===== config.mk =====
export PLATFORM = sky130hd
export DESIGN_NAME = orl_cell
export DESIGN_NICKNAME = d
export VERILOG_FILES = /design/src/design/orl_pkg.sv /design/src/design/orl_cell.sv
export SDC_FILE = /design/constraint.sdc
export NUM_CORES = 1
export LEC_CHECK = 0
export ABC_AREA = 0
export CAP_MARGIN = 20
export CORE_AREA = 2 2 627 629
export DETAILED_ROUTE_END_ITERATION = 8
export DIE_AREA = 0 0 629 631
export DONT_BUFFER_PORTS = 1
export HOLD_SLACK_MARGIN = 0.02
export PLACE_DENSITY_LB_ADDON = 0.05
export SYNTH_ARGS = -nofsm -noshare
export SYNTH_HDL_FRONTEND = slang
export SYNTH_SLANG_ARGS = --single-unit

===== constraint.sdc =====
create_clock -name clk -period 23.1 [get_ports clk]
set_clock_uncertainty 0.15 [all_clocks]
set_input_delay 1.155 -clock clk [delete_from_list [all_inputs] [get_ports clk]]
set_output_delay 1.155 -clock clk [all_outputs]
set_load 0.005 [all_outputs]

===== src/design/orl_pkg.sv =====
package orl_pkg;

	localparam int LIST_CAP   = 16;
	localparam int IDX_W      = (LIST_CAP > 1) ? $clog2(LIST_CAP) : 1;
	localparam int CNT_W      = $clog2(LIST_CAP + 1);
	localparam int POS_W      = 5;
	localparam int CMP_W      = (POS_W > CNT_W) ? POS_W : CNT_W;
	localparam int PLATE_B    = 7;
	localparam int TEXT_B     = 19;
	localparam int TEXT_W     = TEXT_B * 8;
	localparam int PAD_W      = TEXT_W - PLATE_B * 8;

	localparam logic [7:0] CH_UPPER_A = 8'h41;
	localparam logic [7:0] CH_UPPER_Z = 8'h5A;
	localparam logic [7:0] CASE_OFS   = 8'h20;

	typedef logic [TEXT_W-1:0] text_t;

	typedef enum logic [2:0] {
		REQ_APPEND = 3'd0,
		REQ_INSERT = 3'd1,
		REQ_REMOVE = 3'd2,
		REQ_SEARCH = 3'd3,
		REQ_READ   = 3'd4
	} req_e;

	typedef enum logic [1:0] {
		KEY_PLATE = 2'd0,
		KEY_BRAND = 2'd1,
		KEY_MODEL = 2'd2
	} key_e;

	typedef enum logic [1:0] {
		CELL_HOLD,
		CELL_INSERT,
		CELL_REMOVE
	} cell_op_e;

	typedef enum logic {
		ST_IDLE,
		ST_EXEC
	} state_e;

	typedef struct packed {
		logic [55:0] plate;
		logic [63:0] brand_hi;
		logic [63:0] brand_mid;
		logic [23:0] brand_lo;
		logic [63:0] model_hi;
		logic [63:0] model_mid;
		logic [23:0] model_lo;
	} rec_t;

	typedef struct packed {
		logic [2:0]       req_type;
		logic [POS_W-1:0] position;
		logic [1:0]       search_field;
		logic [55:0]      plate;
		logic [63:0]      brand_hi;
		logic [63:0]      brand_mid;
		logic [23:0]      brand_lo;
		logic [63:0]      model_hi;
		logic [63:0]      model_mid;
		logic [23:0]      model_lo;
	} req_t;

	typedef struct packed {
		logic             ok;
		logic [4:0]       entry_count;
		logic [55:0]      out_plate;
		logic [63:0]      out_brand_hi;
		logic [63:0]      out_brand_mid;
		logic [23:0]      out_brand_lo;
		logic [63:0]      out_model_hi;
		logic [63:0]      out_model_mid;
		logic [23:0]      out_model_lo;
	} rsp_t;

	typedef struct packed {
		cell_op_e         op;
		logic [IDX_W-1:0] pos;
		logic [1:0]       key_sel;
		text_t            key;
		rec_t             rec;
	} cell_cmd_t;

	// pick one text field, plate left-aligned and zero padded
	function automatic text_t field_text(input rec_t r, input logic [1:0] sel);
		text_t t;
		unique case (sel)
			KEY_PLATE: t = {r.plate, {PAD_W{1'b0}}};
			KEY_BRAND: t = {r.brand_hi, r.brand_mid, r.brand_lo};
			default:   t = {r.model_hi, r.model_mid, r.model_lo};
		endcase
		return t;
	endfunction

	// cut at first NUL, fold upper case to lower case
	function automatic text_t normalize(input text_t t);
		text_t o;
		logic ended;
		logic [7:0] c;
		ended = 1'b0;
		for (int k = 0; k < TEXT_B; k++) begin
			c = t[TEXT_W-1-8*k -: 8];
			if (ended || c == 8'h00) begin
				ended = 1'b1;
				c = 8'h00;
			end else if (c >= CH_UPPER_A && c <= CH_UPPER_Z) begin
				c = c + CASE_OFS;
			end
			o[TEXT_W-1-8*k -: 8] = c;
		end
		return o;
	endfunction

	function automatic rec_t to_rec(input req_t q);
		rec_t r;
		r.plate     = q.plate;
		r.brand_hi  = q.brand_hi;
		r.brand_mid = q.brand_mid;
		r.brand_lo  = q.brand_lo;
		r.model_hi  = q.model_hi;
		r.model_mid = q.model_mid;
		r.model_lo  = q.model_lo;
		return r;
	endfunction

endpackage


===== src/design/orl_cell.sv =====
module orl_cell (
	input  logic                     clk,
	input  logic [orl_pkg::IDX_W-1:0] idx,
	input  orl_pkg::cell_cmd_t       cmd,
	input  orl_pkg::rec_t            left,
	input  orl_pkg::rec_t            right,
	output orl_pkg::rec_t            rec,
	output logic                     match
);
	import orl_pkg::*;

	rec_t rec_q;

	// take the new record, the lower neighbour's or the upper neighbour's, or keep its own
	always_ff @(posedge clk) begin
		unique case (cmd.op)
			CELL_INSERT: begin
				if (idx == cmd.pos)
					rec_q <= cmd.rec;
				else if (idx > cmd.pos)
					rec_q <= left;
			end
			CELL_REMOVE: begin
				if (idx >= cmd.pos)
					rec_q <= right;
			end
			default: ;
		endcase
	end

	assign rec   = rec_q;
	assign match = (normalize(field_text(rec_q, cmd.key_sel)) == cmd.key);

endmodule


==> out/qor.yml, run 1 <==
cap_violations: 0
synth-main-ff-cell: "edfxtp_1"
vias: 23790
cp_slowest_cell: "and2b_4"
grt-ovfl-total: 0
path_cells: "and2b_4, buf_4, a22o_1, or4_1, o21ai_1, or3_1, or4_1, o2bb2ai_1, a211oi_1, nor4b_2, nand4_1, nor4_2"
drc: 0
drv_slew: 0
largest_reg_flops: 360
rows: 230
cts.root.buffer_cell: "clkbuf_16"
power.total_w: 0.002540
first_iter_violations: 1241
design_area_mm2: 0.03465
finalSetupViolations: 0
firstDrtPassIters: 5
grt_pass1_wl_um: 320900
final_antenna_net_count: 0
min_period_ns: 8.824
boundaryPins: 1606
whs_path_depth: 2
die_h_um: 631
path_delay_family: "simple AND/OR/NAND/NOR gates"
cts_tree: "yes"
power_density_mw_per_mm2: 73.30
postSynthAreaPerCell_um2: 9.440
min_to: "rec[233]"
syn_nets: 4078
cts.path.max_buffers: 3
synth_warnings: 0
fmax_mhz: 113.3
worst_pin_slew_ns: 1.212
layout_commonest_cell: "nand2_1"
port_buffers: 0
crit_type: "input port to primary output"
status: "finished, final reports clean"
placed_cell_area_mm2: 0.03273
areaGrowthSynthToFinish_pct: 30.64
gp_congestion: 0.7948
gr-usage-all-layers_pct: 12.77
end_kind: "primary output"
dpl.cell_count: 7909
first_global_vias: 25010
post-cts-setup-buffers: 0
synth_seq_cells: 360
critical_path_peak_fanout: 288
vias_per_cell: 2.958
start_util_pct: 6.788
hold_start: "right[233]"
async_flop_share_pct: 0
core_region_area_mm2: 0.3908
yosysUniqueCellTypes: 94
slew_headroom_pct: 19.19
final.setup.tns_ns: 0
cts_htree_levels: 2
wirelength_um: 264600
synth_seq_area_share_pct: 40.75
mostFrequentLayoutCells: "482 x nand2_1, 460 x o21ai_0, 414 x mux2i_1"
clk_pin_slew_ns: 0.07
cp_slowest_stage_delay_ns: 0.84
netlist_area_mm2: 0.02653
instances_no_fill: 8042
syn_inst: 2810
dieArea_mm2: 0.3969
hp-class: "input port to flip-flop"
grt_antenna_before_repair: 121
dp_hpwl_um: 233300
peakVddDrop_mv: 0.05544
fin_nets: 4018
grt_max_degree: 289
final_layout_size_suffix_gt1_share_pct: 7.698
fin_crit_sh_pct: 38.20
fillers: 45620
numCtsBuffers: 57
rsz0062_at_grt: "no"
numClockSinks: 360
ctsHoldBuffers: 0
worstPathRequired_ns: 21.80
worstSetupStartpointType: "input port"
worst_path_most_repeated_cell: "or4_1"
cp.buffers_inverters: 1
synth_edf_count: 360
hold_viol: 0
arrival_ns: 7.52
wire_per_inst_um: 32.90
cts_resized: 0
die_w_um: 629
p_leak_nw: 11.77
==> routing by layer <==
layer  vias to the layer above  track usage (%)  wire length (um)
met5                         -                0               244
met1                     11640            12.18             87680
li1                      10670                -                 -
met3                       287            4.925             23810
met4                        38            2.522              5692
met2                      1162            25.53            147100
==> layout make-up <==
| class | count | area (um2) | share of cell area, % |
|---|---|---|---|
| multi-input cells | 2224 | 14720 | 42.49 |
| flip-flops and latches | 360 | 10810 | 31.20 |
| well taps | 5220 | 6531 | 18.85 |
| clock buffers | 74 | 1511 | 4.362 |
| repair buffers | 70 | 579.3 | 1.672 |
| clock inverters | 28 | 285.3 | 0.8232 |
| inverters | 37 | 138.9 | 0.4008 |
| diodes | 29 | 72.57 | 0.2094 |
==> worst max-delay path by stage <==
stage                     startpoint     end  cells past startpoint  slack (ns)
after floorplan             cmd[516]  rec[0]                      7       0.003
after CTS                   cmd[513]   match                     12       14.22
after global routing        cmd[513]   match                     12       13.70
final                       cmd[513]   match                     12       14.28
after detailed placement    cmd[513]   match                     12       14.23
after global placement      cmd[513]   match                     12       13.55
==> Yosys cell counts, types with 27 or more instances <==
library cell  count  area, um2
nor2_1           93      349.1
a22oi_1          58      435.4
mux2i_1         417       4174
inv_1            36      135.1
a21oi_1          44      220.2
nand2_1         482       1809
nand3_1          37      185.2
o21a_1           27      202.7
nor3_1           41      205.2
nor4_1           31      193.9
clkbuf_1        109      409.1
xor2_1           34      297.8
edfxtp_1        360      10810
buf_1            29      108.9
a22o_1           35      306.5
o21ai_0         462       2312
==> through the flow <==
step | hold slack [ns] | util (%) | setup WS (ns)
after floorplan | 1.192 | - | 0.003032
after global placement | 1.206 | 8.358 | 13.55
after detailed placement | 1.205 | 8.375 | 14.23
after CTS | 0.3408 | 8.835 | 14.22
after global routing | 0.4015 | 8.856 | 13.70
final | 0.4639 | 8.867 | 14.28
==> report_power, final <==
part / total, W / leakage [nW] / switching, W / internal (W)
sequential: 0.00108 / 3.31 / 0.000233 / 0.000848
combinational: 0.000557 / 7.58 / 0.000380 / 0.000178
clock: 0.000902 / 0.868 / 0.000389 / 0.000512
total: 0.00254 / 11.8 / 0.00100 / 0.00154
==> cells by family after synthesis <==
family	count (synthesis)	share of synthesized area, %
buffers and inverters	226	4.264
flip-flops	360	40.75
AND/OR/NAND/NOR	858	15.49
adder cells (fa/ha/maj)	23	1.085
XOR/XNOR	55	1.816
multiplexers	440	16.73
AO/OA/AOI/OAI	848	19.86
Power figures use the tool's default switching activity.
==> run 2: changes to the inputs <==
==> constraint.sdc (replaced) <==
create_clock -name clk -period 7.57 [get_ports clk]
set_clock_uncertainty 0.15 [all_clocks]
set_input_delay 0.3785 -clock clk [delete_from_list [all_inputs] [get_ports clk]]
set_output_delay 0.3785 -clock clk [all_outputs]
set_load 0.005 [all_outputs]
==> run 2 against run 1 <==
Against the previous run:
- the flow now finishes with violations (slew limit)
- global-route usage rose by 0.30 points
- die area did not move
- clock-buffer cell count fell by 1
==> out/qor.yml, run 2 (same netlist as run 1, synthesis figures left out) <==
hold_slack_ns: 0.03240  # was 0.4639 ns
arrival_ns: 6.44  # was 7.52 ns
start_util_pct: 6.788  # unchanged
fillers: 45270  # was 45620
mostFrequentLayoutCells: "709 x dlygate4sd3_1, 482 x nand2_1, 456 x o21ai_0"  # was 482 x nand2_1, 460 x o21ai_0, 414 x mux2i_1
instances_no_fill: 8780  # was 8042
port_buffers: 0  # unchanged
power_density_mw_per_mm2: 196.0  # was 73.30 mW/mm2
wire_per_inst_um: 30.83  # was 32.90 um
fin_util_pct: 10.78  # was 8.867%
grt_max_degree: 289  # unchanged
vias: 26820  # was 23790
cap_violations: 0  # unchanged
areaGrowthSynthToFinish_pct: 58.79  # was 30.64%
dpl.cell_count: 7925  # was 7909
numCtsBuffers: 58  # was 57
drc: 0  # unchanged
clk_pin_slew_ns: 0.06  # was 0.07 ns
boundaryPins: 1606  # unchanged
worstPathRequired_ns: 7.04  # was 21.80 ns
vias_per_cell: 3.054  # was 2.958
slew_headroom_pct: -15.61  # was 19.19%
firstDrtPassIters: 5  # unchanged
power.total_w: 0.008258  # was 0.002540 W
hold_viol: 0  # unchanged
multi_input_area_mm2: 0.01480  # was 0.01472 mm2
crit_type: "flip-flop to primary output"  # was input port to primary output
numClockSinks: 360  # unchanged
violations: "slew limit"
status: "finished, violations left"  # was finished, final reports clean
p_leak_nw: 14.98  # was 11.77 nW
end_kind: "primary output"  # unchanged
dieArea_mm2: 0.3969  # unchanged
critical_path_peak_fanout: 14  # was 288
cts_htree_levels: 2  # unchanged
pre_cts_slack_ns: -0.1637  # was 14.23 ns
min_period_ns: 6.971
rsz0062_at_grt: "no"  # unchanged
grt_antenna_before_repair: 134  # was 121
finalSetupViolations: 0  # unchanged
wirelength_um: 270700  # was 264600 um
fin_nets: 4746  # was 4018
gp_congestion: 0.7811  # was 0.7948
worstSetupStartpointType: "flip-flop"  # was input port
largest_reg_flops: 360  # unchanged
fin_ws_ns: 0.5989  # was 14.28 ns
final_antenna_net_count: 0  # unchanged
cts_tree: "yes"  # unchanged
gr-usage-all-layers_pct: 13.07  # was 12.77%
first_global_vias: 28840  # was 25010
die_h_um: 631  # unchanged
peakVddDrop_mv: 0.1821  # was 0.05544 mV
first_iter_violations: 1274  # was 1241
fmax_mhz: 143.5
final_layout_size_suffix_gt1_share_pct: 7.119  # was 7.698%
rows: 230  # unchanged
cts.root.buffer_cell: "clkbuf_16"  # unchanged
grt-ovfl-total: 0  # unchanged
cts.path.max_buffers: 3  # unchanged
die_w_um: 629  # unchanged
worst_pin_slew_ns: 1.734  # was 1.212 ns
layout_commonest_cell: "dlygate4sd3_1"  # was nand2_1
core_region_area_mm2: 0.3908  # unchanged
dp_hpwl_um: 237000  # was 233300 um
drv_slew: 73  # was 0
grt_pass1_wl_um: 332500  # was 320900 um
fin_crit_sh_pct: 92.09
hp-class: "input port to flip-flop"  # unchanged
regArea_mm2: 0.01081  # unchanged
==> run 2: cell types whose count changed in the layout (fill, tap and decap cells not counted), sizes merged <==
cell and delta:
bufinv +1, clkdlybuf4s18 +1, dlygate4sd3 +709, diode +5
clkinv +6, buf +16
==> run 2: critical path, stage by stage, from the launching register on <==
cell,delay [ns]
edfxtp_1,0.50
mux2i_1,0.30
o21ai_0,0.31
or4_1,0.69
nor4_4,0.50
or2_2,0.38
buf_4,0.35
nor3_2,0.19
a311o_1,0.37
a2111oi_0,0.65
nand4_1,0.15
or4_1,0.63
nor4_4,0.45
buf_4,0.21
==> run 2: final timing paths <==
kind	from	end	slack [ns]	cells past startpoint
max	rec[296]	match	0.60	13
min	left[233]	rec[233]	0.03	2
==> run 2: layer usage <==
metal  routed length, um  GRT usage, %  vias up
met5                 148             0        -
met3               21430         4.425      297
met4                6278         2.683       20
li1                    -             -    12140
met2              153500         26.80     1184
met1               89280         12.27    13180
==> run 2: cell type report <==
class	instances	share of cell area, %
Multi-Input combinational cell	2224	35.13
Sequential cell	360	25.66
Timing Repair Buffer	797	18.65
Tap cell	5220	15.51
Clock buffer	73	3.579
Clock inverter	35	0.8822
Inverter	37	0.3772
Antenna cell	34	0.2020
==> run 2: where the power goes <==
group          leakage, nW  switching, W  internal (W)
clock network        0.912       0.00117       0.00161
logic                 10.8       0.00133      0.000908
registers             3.31      0.000658       0.00259
total                 15.0       0.00315       0.00510
==> run 2: stage by stage <==
| step | TNS (ns) | cell area, um2 |
|---|---|---|
| detailed placement | -0.1637 | 33000 |
| global placement | -0.3513 | 32910 |
| floorplan | -120.82 | 26640 |
| CTS | 0 | 42010 |
| global route | 0 | 42090 |
| finish | 0 | 42120 |
==> run 2: what timing repair did <==
item / CTS / global route
gates resized for setup: 2 / 3
hold endpoints to repair: 364 / 0
pin swaps: 2 / 0
setup endpoints to repair: 1 / 1
hold buffers: 709 / 0
setup buffers: 3 / 0
==> run 3: changes to the inputs <==
--- a/config.mk
+++ b/config.mk
@@ -5,11 +5,11 @@
 export SDC_FILE = /design/constraint.sdc
 export NUM_CORES = 1
 export LEC_CHECK = 0
-export ABC_AREA = 0
+export ABC_AREA = 1
 export CAP_MARGIN = 20
-export CORE_AREA = 2 2 627 629
+export CORE_AREA = 2 2 625 627
 export DETAILED_ROUTE_END_ITERATION = 8
-export DIE_AREA = 0 0 629 631
+export DIE_AREA = 0 0 627 629
 export DONT_BUFFER_PORTS = 1
 export HOLD_SLACK_MARGIN = 0.02
 export PLACE_DENSITY_LB_ADDON = 0.05
==> run 3 against run 2 <==
Against the previous run:
- the flow now finishes without violations
- fmax is 0.39% higher
- core utilization is 0.080 points higher
- global-route usage grew 1.2 points
- synthesized area shrank 0.66%
- final area is essentially flat
- wire length up 7.9%
- critical path depth grew 10
- via count grew 14%
- first-iteration DRC count is 48% higher
- non-clock buffer count fell by 25
- clock-buffer cell count up 16
- critical endpoint unchanged
==> out/qor.yml, run 3 <==
grt_antenna_before_repair: 182  # was 134
clk_pin_slew_ns: 0.07  # was 0.06 ns
worst_pin_slew_ns: 1.108  # was 1.734 ns
port_buffers: 0  # unchanged
p_seq_share_pct: 35.8  # was 39.3%
top_layer_used: "met5"  # unchanged
cp_slowest_cell: "edfxtp_1"  # was or4_1
netlist_top_cells_area: "edfxtp_1 41%, nand2_1 18%, nor2_1 8.7%"  # was edfxtp_1 41%, mux2i_1 16%, o21ai_0 8.7%
vias: 30540  # was 26820
yosysMostFrequentCell: "nand2_1"  # unchanged
synth_seq_area_share_pct: 41.02  # was 40.75%
fmax_mhz: 144.0  # was 143.5 MHz
firstDrtPassIters: 5  # unchanged
slew_headroom_pct: 26.11  # was -15.61%
placed_cell_area_mm2: 0.03253  # was 0.03300 mm2
cap_violations: 0  # unchanged
core_region_area_mm2: 0.3877  # was 0.3908 mm2
pre_cts_slack_ns: 0.1126  # was -0.1637 ns
switching_share_pct: 38.29  # was 38.20%
vias_per_cell: 3.160  # was 3.054
final_antenna_net_count: 0  # unchanged
postSynthAreaPerCell_um2: 7.029  # was 9.440 um2
dieArea_mm2: 0.3944  # was 0.3969 mm2
cp_slowest_stage_delay_ns: 0.76  # was 0.69 ns
wirelength_um: 292000  # was 270700 um
grt_pass1_wl_um: 361600  # was 332500 um
status: "finished, final reports clean"  # was finished, violations left
hold_start: "right[219]"  # was left[233]
peakVddDrop_mv: 0.1238  # was 0.1821 mV
grt-ovfl-total: 0  # unchanged
die_h_um: 629  # was 631 um
clockPowerShare_pct: 38.1  # was 33.7%
mostFrequentLayoutCells: "1271 x nand2_1, 722 x dlygate4sd3_1, 608 x nor2_1"  # was 709 x dlygate4sd3_1, 482 x nand2_1, 456 x o21ai_0
syn_nets: 5017  # was 4078
worstPathRequired_ns: 7.04  # about the same
wl_met2_um: 144600  # was 153500 um
numClockSinks: 360  # unchanged
netSwitchingPower_w: 0.003345  # was 0.003154 W
wl_met3_um: 29780  # was 21430 um
rows: 229  # was 230
areaGrowthSynthToFinish_pct: 59.74  # was 58.79%
min_to: "rec[219]"  # was rec[233]
whs_path_depth: 3  # was 2
synth-main-ff-cell: "edfxtp_1"  # unchanged
worst_path_most_repeated_cell: "nor2_1"
pwr-share-comb_pct: 26.0  # was 27.0%
grt_max_degree: 155  # was 289
gp_congestion: 0.8895  # was 0.7811
first_iter_violations: 1889  # was 1274
first_global_vias: 31250  # was 28840
finalSetupViolations: 0  # unchanged
die_w_um: 627  # was 629 um
cts.root.buffer_cell: "clkbuf_16"  # unchanged
power.total_w: 0.008735  # was 0.008258 W
fin_nets: 5650  # was 4746
hp-class: "input port to flip-flop"  # unchanged
drc: 0  # unchanged
internal-power_w: 0.005391  # was 0.005104 W
yosysTopAreaCell: "edfxtp_1"  # unchanged
yosysUniqueCellTypes: 48  # was 94
rsz0062_at_grt: "no"  # unchanged
power_density_mw_per_mm2: 207.5  # was 196.0 mW/mm2
boundaryPins: 1606  # unchanged
path_cells: "or2_2, nand3_2, nand2_1, nor2_1, nand2_2, nand2_4, nor2_8, nand4_4, nor2_4, nand2_2, nor2_4, nand4_4, nor2_8, nand3_1, nand2_1, nand2_1, nor2_1, nand3_2, nor2_1, nand3_1, nor2_1, nand3_1, nor2_1"  # was mux2i_1, o21ai_0, or4_1, nor4_4, or2_2, buf_4, nor3_2, a311o_1, a2111oi_0, nand4_1, or4_1, nor4_4, buf_4
p_leak_nw: 15.75  # was 14.98 nW
cp.buffers_inverters: 0  # was 2
m1WireLength_um: 112800  # was 89280 um
layout_commonest_cell: "nand2_1"  # was dlygate4sd3_1
crit_type: "flip-flop to primary output"  # unchanged
dp_hpwl_um: 251900  # was 237000 um
cts_tree: "yes"  # unchanged
gr-usage-all-layers_pct: 14.23  # was 13.07%
hold_slack_ns: 0.2274  # was 0.03240 ns
regArea_mm2: 0.01081  # unchanged
final_layout_size_suffix_gt1_share_pct: 5.329  # was 7.119%
end_kind: "primary output"  # unchanged
synth_warnings: 0  # unchanged
arrival_ns: 6.42  # was 6.44 ns
yosys.area.top_type_share_pct: 41.02  # was 40.75%
worstSetupStartpointType: "flip-flop"  # unchanged
min_period_ns: 6.944  # was 6.971 ns
largest_reg_flops: 360  # unchanged
drv_slew: 0  # was 73
fin_crit_sh_pct: 91.73  # was 92.09%
wire_per_inst_um: 30.21  # was 30.83 um
cts.path.max_buffers: 4  # was 3
async_flop_share_pct: 0  # unchanged
critical_path_peak_fanout: 13  # was 14
syn_inst: 3749  # was 2810
path_delay_family: "simple AND/OR/NAND/NOR gates"  # unchanged
fin_ws_ns: 0.6260  # was 0.5989 ns
netlist_area_mm2: 0.02635  # was 0.02653 mm2
hold_viol: 0  # unchanged
design_area_mm2: 0.04209  # was 0.04212 mm2
final.setup.tns_ns: 0  # unchanged
cts_htree_levels: 3  # was 2
start_util_pct: 6.797  # was 6.788%
synth_common_cells: "1271 x nand2_1, 612 x nor2_1, 360 x a31oi_1, 360 x edfxtp_1, 337 x inv_1"  # was 482 x nand2_1, 462 x o21ai_0, 417 x mux2i_1
numCtsBuffers: 70  # was 58
multi_input_area_mm2: 0.01335  # was 0.01480 mm2
synth_seq_cells: 360  # unchanged
synth_edf_count: 360  # unchanged
fillers: 45290  # was 45270
run 3: changes by cell type in the layout (fill, tap and decap cells not counted), sizes merged, moves of 36 or more:
cell / previous run / this run
a22oi: 59 / 0
nand3: 37 / 159
nor2: 93 / 627
nand3b: 6 / 51
o22ai: 16 / 52
nand2: 482 / 1282
inv: 37 / 355
buf: 86 / 50
o21ai: 481 / 42
nor4: 37 / 1
a31oi: 25 / 360
mux2i: 417 / 0
run 3: power groups by stage:
stage          clock network [W]  logic [W]  registers (W)
2_1_floorplan                  0    0.00115        0.00274
3_3_place_gp                   0    0.00192        0.00324
3_5_place_dp                   0    0.00189        0.00323
4_1_cts                  0.00356    0.00236        0.00319
5_1_grt                  0.00359    0.00255        0.00318
6_report                 0.00333    0.00228        0.00313
run 3: what timing repair did:
item                                    4_1_cts  5_1_grt
setup buffers                                 3        0
hold buffers                                722        0
pin swaps                                     1        0
endpoints found under the setup margin        1        1
hold endpoints to repair                    364        0
gates resized for setup                       4        1
run 3: worst max-delay path by stage:
stage	startpoint	endpoint	cells past startpoint	slack (ns)
after floorplan	cmd[517]	rec[0]	8	-0.10
after CTS	rec[133]	match	24	0.02
after global placement	cmd[513]	match	25	0.02
after detailed placement	cmd[513]	match	25	0.11
final	rec[148]	match	23	0.63
after global routing	rec[292]	match	25	0.01
run 3: cell type report:
cell class | instances | area share (%)
timing repair buffer | 772 | 18.45
clock inverter | 30 | 0.7966
sequential | 360 | 25.68
multi-input combinational | 2821 | 31.71
tap | 5197 | 15.45
clock buffer | 89 | 4.432
antenna | 38 | 0.2259
inverter | 357 | 3.264
run 3: stage by stage:
step / cells / util, %
floorplan: 3749 / -
global placement: 8782 / 8.392
detailed placement: 8782 / 8.392
CTS: 9626 / 10.83
global route: 9634 / 10.84
finish: 9664 / 10.86
run 3: layer usage:
| metal | track usage [%] | vias up |
|---|---|---|
| met5 | 0 | - |
| met3 | 6.255 | 335 |
| met4 | 1.966 | 74 |
| met2 | 25.26 | 1344 |
| met1 | 15.86 | 14930 |
| li1 | - | 13850 |
run 3: kinds of logic (layout without fill, tap and decap cells):
group / Yosys count / after routing / share of synthesized area (%)
AND/OR/NAND/NOR: 2215 / 2215 / 34.76
other: 0 / 38 / 0
buffers and inverters: 568 / 1248 / 8.694
flip-flops: 360 / 360 / 41.02
XOR/XNOR: 16 / 16 / 0.5318
AO/OA/AOI/OAI: 567 / 567 / 13.90
adder cells (fa/ha/maj): 23 / 23 / 1.092
